--- config.mk ---
export PLATFORM = sky130hd
export DESIGN_NAME = life_generation_engine
export DESIGN_NICKNAME = d
export VERILOG_FILES = /design/src/hdl/lge_pkg.sv /design/src/hdl/life_generation_engine.sv /design/src/hdl/lge_ram.sv /design/src/hdl/lge_row_unit.sv
export VERILOG_INCLUDE_DIRS = /design/src /design/src/hdl
export SDC_FILE = /design/constraint.sdc
export NUM_CORES = 2
export LEC_CHECK = 0
export CAP_MARGIN = 40
export CORE_MARGIN = 2
export CORE_UTILIZATION = 43
export DETAILED_ROUTE_END_ITERATION = 16
export DONT_BUFFER_PORTS = 1
export PLACE_DENSITY = 0.58
export SLEW_MARGIN = 30
export SYNTH_ARGS = -nofsm -noshare
export SYNTH_HDL_FRONTEND = slang
export SYNTH_SLANG_ARGS = --single-unit
--- constraint.sdc ---
create_clock -name clk -period 6.75 [get_ports clk]
set_clock_uncertainty 0.05 [all_clocks]
set_input_delay 1.0125 -clock clk [delete_from_list [all_inputs] [get_ports clk]]
set_output_delay 1.0125 -clock clk [all_outputs]
set_load 0.05 [all_outputs]
--- src/hdl/life_generation_engine_macros.svh ---
// Assertion macros shared by the life generation engine RTL.
`ifndef LIFE_GENERATION_ENGINE_MACROS_SVH
`define LIFE_GENERATION_ENGINE_MACROS_SVH

// Checks that cons holds in the same cycle as ante.
`define LGE_ASSERT_SAME(lbl, ante, cons, msg) \
  lbl: assert property (@(posedge clk) disable iff (!rst_n) (ante) |-> (cons)) else $error(msg);

// Checks that cons holds in the cycle after ante.
`define LGE_ASSERT_NEXT(lbl, ante, cons, msg) \
  lbl: assert property (@(posedge clk) disable iff (!rst_n) (ante) |=> (cons)) else $error(msg);

`endif

--- src/hdl/lge_pkg.sv ---
// Types and constants shared by the life generation engine modules.
package lge_pkg;

  localparam int GRID_ROWS = 32;
  localparam int GRID_COLS = 64;
  localparam int ROW_W = $clog2(GRID_ROWS);
  localparam int COL_W = $clog2(GRID_COLS);
  localparam logic [ROW_W-1:0] LAST_ROW = ROW_W'(GRID_ROWS - 1);

  typedef logic [GRID_COLS-1:0] row_t;

  typedef enum logic [1:0] {
    ACT_WRITE = 2'd0,
    ACT_READ  = 2'd1,
    ACT_STEP  = 2'd2,
    ACT_NONE  = 2'd3
  } act_t;

  typedef struct packed {
    row_t above;
    row_t cur;
    row_t below;
  } row_set_t;

endpackage

--- src/hdl/life_generation_engine.sv ---
// Top level of the life generation engine: cell grid, sequencer and result register.
//
//   Channel | Ports                                                | Direction
//   in      | in_valid, in_ready, in_action, in_row_index,        | request in
//           | in_col_index, in_cell_value                          |
//   out     | out_valid, out_ready, out_read_alive, out_action_done| request out
//
// A cell write or read runs through row read, update or select, and result, in that order.
// A generation runs through first row read, priming, one row a cycle through the row unit,
// and result, limited by the single read and write port of the RAM.
// Reset clears the per-row valid bits; a row not yet written reads as dead.
// A finished result waits in the output register while the sequencer returns to idle.
module life_generation_engine (
  input  logic                      clk,
  input  logic                      rst_n,
  input  logic                      in_valid,
  output logic                      in_ready,
  input  logic [1:0]                in_action,
  input  logic [lge_pkg::ROW_W-1:0] in_row_index,
  input  logic [lge_pkg::COL_W-1:0] in_col_index,
  input  logic                      in_cell_value,
  output logic                      out_valid,
  input  logic                      out_ready,
  output logic                      out_read_alive,
  output logic                      out_action_done
);
  import lge_pkg::*;

  `include "life_generation_engine_macros.svh"

  typedef enum logic [4:0] {
    ST_IDLE  = 5'b00001,
    ST_CELL  = 5'b00010,
    ST_PRIME = 5'b00100,
    ST_SWEEP = 5'b01000,
    ST_FIN   = 5'b10000
  } state_t;

  state_t             state_r, state_nxt;
  logic [ROW_W-1:0]   sweep_row_r, sweep_row_nxt;
  row_t               above_r, above_nxt;
  row_t               cur_r, cur_nxt;
  act_t               act_r, act_nxt;
  logic [ROW_W-1:0]   row_r, row_nxt;
  logic [COL_W-1:0]   col_r, col_nxt;
  logic               val_r, val_nxt;
  logic               res_r, res_nxt;
  logic               out_valid_r, out_valid_nxt;
  logic               out_alive_r, out_alive_nxt;
  logic [GRID_ROWS-1:0] valid_r, valid_nxt;
  logic [ROW_W-1:0]   rd_addr_q_r, rd_addr_q_nxt;

  logic             rd_en, wr_en;
  logic [ROW_W-1:0] rd_addr, wr_addr;
  row_t             wr_data, rd_data, rd_row, mod_row, next_row;
  row_set_t         rows;
  logic             row_ok, col_ok, accept, q_ok;

  lge_ram #(
    .WIDTH (GRID_COLS),
    .DEPTH (GRID_ROWS)
  ) u_grid (
    .clk     (clk),
    .wr_en   (wr_en),
    .wr_addr (wr_addr),
    .wr_data (wr_data),
    .rd_en   (rd_en),
    .rd_addr (rd_addr),
    .rd_data (rd_data)
  );

  lge_row_unit u_row (
    .rows     (rows),
    .next_row (next_row)
  );

  assign in_ready        = (state_r == ST_IDLE);
  assign accept          = in_valid && in_ready;
  assign out_valid       = out_valid_r;
  assign out_read_alive  = out_alive_r;
  assign out_action_done = 1'b1;

  assign row_ok = {1'b0, in_row_index} < (ROW_W + 1)'(GRID_ROWS);
  assign col_ok = {1'b0, in_col_index} < (COL_W + 1)'(GRID_COLS);
  assign q_ok   = {1'b0, rd_addr_q_r} < (ROW_W + 1)'(GRID_ROWS);
  assign rd_row = (q_ok && valid_r[rd_addr_q_r]) ? rd_data : '0;

  assign rows.above = above_r;
  assign rows.cur   = cur_r;
  assign rows.below = (sweep_row_r == LAST_ROW) ? '0 : rd_row;

  always_comb begin
    mod_row        = rd_row;
    mod_row[col_r] = val_r;
  end

  always_comb begin
    state_nxt     = state_r;
    sweep_row_nxt = sweep_row_r;
    above_nxt     = above_r;
    cur_nxt       = cur_r;
    act_nxt       = act_r;
    row_nxt       = row_r;
    col_nxt       = col_r;
    val_nxt       = val_r;
    res_nxt       = res_r;
    valid_nxt     = valid_r;
    rd_en         = 1'b0;
    rd_addr       = '0;
    wr_en         = 1'b0;
    wr_addr       = '0;
    wr_data       = '0;
    out_valid_nxt = out_valid_r && !out_ready;
    out_alive_nxt = out_alive_r;

    case (state_r)
      ST_IDLE: begin
        if (accept) begin
          act_nxt = act_t'(in_action);
          row_nxt = in_row_index;
          col_nxt = in_col_index;
          val_nxt = in_cell_value;
          res_nxt = 1'b0;
          case (act_t'(in_action))
            ACT_WRITE, ACT_READ: begin
              if (row_ok && col_ok) begin
                rd_en     = 1'b1;
                rd_addr   = in_row_index;
                state_nxt = ST_CELL;
              end else begin
                state_nxt = ST_FIN;
              end
            end
            ACT_STEP: begin
              rd_en     = 1'b1;
              rd_addr   = '0;
              state_nxt = ST_PRIME;
            end
            default: begin
              state_nxt = ST_FIN;
            end
          endcase
        end
      end
      ST_CELL: begin
        if (act_r == ACT_WRITE) begin
          wr_en              = 1'b1;
          wr_addr            = row_r;
          wr_data            = mod_row;
          valid_nxt[row_r]   = 1'b1;
        end else begin
          res_nxt = rd_row[col_r];
        end
        state_nxt = ST_FIN;
      end
      ST_PRIME: begin
        cur_nxt       = rd_row;
        above_nxt     = '0;
        sweep_row_nxt = '0;
        rd_en         = 1'b1;
        rd_addr       = ROW_W'(1);
        state_nxt     = ST_SWEEP;
      end
      ST_SWEEP: begin
        wr_en                  = 1'b1;
        wr_addr                = sweep_row_r;
        wr_data                = next_row;
        valid_nxt[sweep_row_r] = 1'b1;
        above_nxt              = cur_r;
        cur_nxt                = rows.below;
        rd_en                  = 1'b1;
        rd_addr                = ROW_W'(sweep_row_r + ROW_W'(2));
        if (sweep_row_r == LAST_ROW) begin
          sweep_row_nxt = '0;
          state_nxt     = ST_FIN;
        end else begin
          sweep_row_nxt = sweep_row_r + ROW_W'(1);
        end
      end
      ST_FIN: begin
        if (!out_valid_r || out_ready) begin
          out_valid_nxt = 1'b1;
          out_alive_nxt = res_r;
          state_nxt     = ST_IDLE;
        end
      end
      default: begin
        state_nxt = ST_IDLE;
      end
    endcase

    rd_addr_q_nxt = rd_en ? rd_addr : rd_addr_q_r;
  end

  always_ff @(posedge clk) begin
    if (!rst_n) begin
      state_r     <= ST_IDLE;
      sweep_row_r <= '0;
      above_r     <= '0;
      valid_r     <= '0;
      out_valid_r <= 1'b0;
    end else begin
      state_r     <= state_nxt;
      sweep_row_r <= sweep_row_nxt;
      above_r     <= above_nxt;
      valid_r     <= valid_nxt;
      out_valid_r <= out_valid_nxt;
    end
  end

  always_ff @(posedge clk) begin
    cur_r       <= cur_nxt;
    act_r       <= act_nxt;
    row_r       <= row_nxt;
    col_r       <= col_nxt;
    val_r       <= val_nxt;
    res_r       <= res_nxt;
    out_alive_r <= out_alive_nxt;
    rd_addr_q_r <= rd_addr_q_nxt;
  end

  `LGE_ASSERT_NEXT(a_step_primes, accept && (in_action == ACT_STEP), state_r == ST_PRIME, "advance request did not start a sweep")
  `LGE_ASSERT_NEXT(a_sweep_ends, (state_r == ST_SWEEP) && (sweep_row_r == LAST_ROW), (state_r == ST_FIN) && (sweep_row_r == '0), "sweep did not end after the last row")
  `LGE_ASSERT_SAME(a_fin_row_zero, state_r == ST_FIN, sweep_row_r == '0, "sweep row not cleared after a request")
  `LGE_ASSERT_NEXT(a_fin_delivers, (state_r == ST_FIN) && !out_valid_r, out_valid_r && (state_r == ST_IDLE), "finished request not moved to the output")

endmodule

--- src/hdl/lge_ram.sv ---
// Generic simple dual-port RAM with one write port and a registered read port.
module lge_ram #(
  parameter int WIDTH = 8,
  parameter int DEPTH = 16
) (
  input  logic                     clk,
  input  logic                     wr_en,
  input  logic [$clog2(DEPTH)-1:0] wr_addr,
  input  logic [WIDTH-1:0]         wr_data,
  input  logic                     rd_en,
  input  logic [$clog2(DEPTH)-1:0] rd_addr,
  output logic [WIDTH-1:0]         rd_data
);

  logic [WIDTH-1:0] mem [DEPTH];

  always_ff @(posedge clk) begin
    if (wr_en) begin
      mem[wr_addr] <= wr_data;
    end
    if (rd_en) begin
      rd_data <= mem[rd_addr];
    end
  end

endmodule

--- src/hdl/lge_row_unit.sv ---
// Column-parallel neighbor count and B3/S23 rule for one grid row.
module lge_row_unit (
  input  lge_pkg::row_set_t rows,
  output lge_pkg::row_t     next_row
);
  import lge_pkg::*;

  row_t above_l, above_r, cur_l, cur_r, below_l, below_r;
  logic [3:0] cnt [GRID_COLS];

  assign above_l = rows.above << 1;
  assign above_r = rows.above >> 1;
  assign cur_l   = rows.cur << 1;
  assign cur_r   = rows.cur >> 1;
  assign below_l = rows.below << 1;
  assign below_r = rows.below >> 1;

  always_comb begin
    for (int c = 0; c < GRID_COLS; c++) begin
      cnt[c] = 4'(above_l[c]) + 4'(rows.above[c]) + 4'(above_r[c]) +
               4'(cur_l[c]) + 4'(cur_r[c]) +
               4'(below_l[c]) + 4'(rows.below[c]) + 4'(below_r[c]);
      next_row[c] = (cnt[c] == 4'd3) || (rows.cur[c] && (cnt[c] == 4'd2));
    end
  end

endmodule
==> metrics.md <==
| Metric | Value |
|---|---|
| Status | `finished clean` |
| Clock root buffer | `clkbuf_16` |
| Synth top area share | `0.625` |
| Placed cell count | `10900` |
| P_leak | `37.6 nW` |
| Area Overhead vs Synth | `12.5%` |
| EDFF count, synth | `2197` |
| DR DRC count | `0` |
| Antenna violations before repair | `6` |
| Multiplexer share of the synthesized area | `0.0143` |
| Syn Nets | `8500` |
| Vias in the first global route | `67700` |
| PD cells | `261 mW/mm2` |
| Max Slew Vio Count | `0` |
| Average cell area after synthesis | `13.1 um2` |
| Total track usage | `0.272` |
| Slew HR | `0.389` |
| Achievable Freq | `174 MHz` |
| Largest family of logic cells by synthesized area | `compound AO/OA/AOI/OAI gates` |
| Pre-antenna DRT Iters | `7` |
| Final Wtd Congestion | `0.885` |
| Final Hold Fails | `0` |
| Synth Cell Area | `0.106 mm2` |
| Synth Area in Adders | `0.0677` |
| Post-CTS repair timing setup buffer count | `0` |
| WP data arrival | `6240 ps` |
| Crit. End Element | `register` |
| Routed via count | `71300` |
| Worst VDD drop | `0.225 mV` |
| Cells after synthesis | `8035` |
| CTS Buffer Depth | `3` |
| Worst setup path start | `sweep_row_r[1]$_SDFFE_PN0P_` |
| Port Buffers | `0` |
| Top cells by count, synth | `edfxtp_1, nand2_1, inv_1, a211oi_1, and3_1` |
| Synthesized-area fraction occupied by ao, oa, aoi and oai cells | `0.114` |
| Worst slew pin tran | `916 ps` |
| Total negative setup slack | `0 ps` |
| Worst-Skew Late Latency | `940 ps` |
| Max Cap Viol | `0` |
| Num CTS Buffers | `231` |
| First-pass GRT wire length | `493000 um` |
| Post-synthesis register bit count | `2304` |
| Die width | `499 um` |
| Hpwl dp | `184000 um` |
| Vias per inst | `6.27` |
| FFs w/ async S/R, synth | `0` |
| Core area | `0.244 mm2` |
| Routed WL | `346000 um` |
| Synth Warn # | `0` |
| H-tree levels | `4` |
| Top-count cell post-synth | `edfxtp_1` |
| CP max FO | `43` |
| Reg-to-reg endpoint | `u_grid.mem[9][11]$_DFFE_PP_` |
| Largest net degree at the start of global routing | `181` |
| CP Class | `register to register` |
| Critical Path Sink | `u_grid.mem[9][11]$_DFFE_PP_` |
| R2R setup slack | `1020 ps` |
| Seq/Total Area, Yosys | `0.646` |
| Clock Pin Slew Worst Setup and Hold Paths | `60 ps` |
| Grt total ovfl | `0` |
| Area leader, netlist | `edfxtp_1` |
| CP required | `7260 ps` |
| Final min period | `5730 ps` |
| IO Pins | `22` |
| 1st-iter DRT viols | `9362` |
| Post-synthesis xor/xnor area fraction | `0.00398` |
| Synth Area in Simple Gates | `0.112` |
| R2R Path Start | `sweep_row_r[1]$_SDFFE_PN0P_` |
| Final layout net count | `8417` |
| Synth unique cells | `82` |
| Post-route ant nets | `0` |
| Initial Util | `0.433` |
| Setup Viol. Count Final | `0` |
| Fin cells | `11400` |
| Worst Setup Start Kind | `register` |
| CTS resizes | `0` |
| Full die area | `0.249 mm2` |
| Post-CTS Hold Fix Bufs | `0` |
| CTS tree | `yes` |
| HP Class | `input port to register` |
| Die Span Y | `499 um` |
| Wire per inst | `30.5 um` |
| Share of cells above drive strength 1 | `0.106` |
| Reg2Reg Depth | `18` |
| RSZ-0062 raised after global routing | `no` |
| Clock sinks | `2304` |
| Ys flop type | `edfxtp_1` |
| Largest cells by area after synthesis | `edfxtp_1, nand2_1, fa_1, a211oi_1, and3_1` |
| # rows | `181` |
| Tcrit/Tclk final | `0.849` |
logic make-up after synthesis:
| group | Yosys count |
|---|---|
| mux | 150 |
| fa+ha+maj | 447 |
| xor+xnor | 48 |
| other cells | 1 |
| compound gates | 1548 |
| buf+inv | 1079 |
| flops | 2304 |
| simple gates | 2458 |
cell type report:
cell class                      instances  area, um2
Timing Repair Buffer                  257       3010
Clock inverter                        158       1690
Clock buffer                          279       6050
Antenna cell                            3       7.51
Fill cell                           20800     125000
Multi-Input combinational cell       4652      33900
Tap cell                             3202       4010
Inverter                              506       1940
Sequential cell                      2304      68100
metrics by stage:
stage	hold WS [ps]	setup WS, ps	utilization	total power [mW]	cell area, um2
6_report	110	1020	0.487	31.0	119000
5_1_grt	68.4	611	0.487	31.8	119000
4_1_cts	54.7	913	0.487	31.1	119000
3_5_place_dp	401	1010	0.455	18.0	111000
3_3_place_gp	402	930	0.451	18.0	110000
2_1_floorplan	350	520	-	17.3	106000
critical path: stages, from the launching register on:
cell and delay, ps:
dfxtp_1 410, ha_1 350, and3_1 270, ha_1 340
a41oi_4 340, buf_12 250, buf_12 260, nand2_1 220
xor2_1 200, ha_1 350, xnor2_1 200, ha_1 190
a31oi_1 60, fa_1 430, a211oi_1 230, nand2_1 90
a2111oi_0 390, o21ai_0 280, o21ai_4 350
worst min path at each step:
stage	startpoint	end	cells past startpoint
2_1_floorplan	res_r$_SDFFCE_PN0P_	out_read_alive$_DFFE_PP_	0
3_3_place_gp	valid_r[0]$_SDFFE_PN0P_	valid_r[0]$_SDFFE_PN0P_	1
3_5_place_dp	res_r$_SDFFCE_PN0P_	out_read_alive$_DFFE_PP_	0
4_1_cts	in_action[0]	state_r[2]$_SDFFE_PN0P_	1
5_1_grt	in_action[0]	state_r[2]$_SDFFE_PN0P_	1
6_report	in_action[0]	state_r[2]$_SDFFE_PN0P_	1
power by group:
group / switching (mW) / internal, mW
registers: 0.126 / 15.5
logic: 1.41 / 0.752
clock network: 5.73 / 7.47
routing by layer:
layer  vias to the layer above  GRT usage  routed length, um
met2                      3765      0.432             160000
met5                         -          0                  0
met3                       557     0.0458              33600
met1                     36800      0.385             143000
li1                      30200          -                  -
met4                         0     0.0746               9240
placed cells by master (no fill, tap or decap), types with 45 or more instances in the layout:
cell,count
nor2b_1,96
mux2i_1,140
clkbuf_16,231
clkinv_1,49
a22oi_1,136
clkinv_2,55
a21oi_1,45
dfxtp_1,107
and3_1,490
inv_1,502
nor4_1,53
a311oi_1,268
a211oi_1,497
buf_4,162
a31oi_1,167
nor3_1,135
fa_1,207
ha_1,240
a31o_1,55
nand2_1,1151
nand3_1,112
edfxtp_1,2197
nor2_1,185
buf_12,59
o21ai_0,50
and2_1,72
sequential cells by signal, indices dropped and copies added, names as in the netlist, 2 cells and up:
name,count
state_r,5
above_r,64
col_r,6
sweep_row_r,5
rd_addr_q_r,5
cur_r,64
act_r,2
u_grid.rd_data,64
row_r,5
u_grid.mem,2048
valid_r,32
Note: power is estimated with default switching activity, not from simulation.
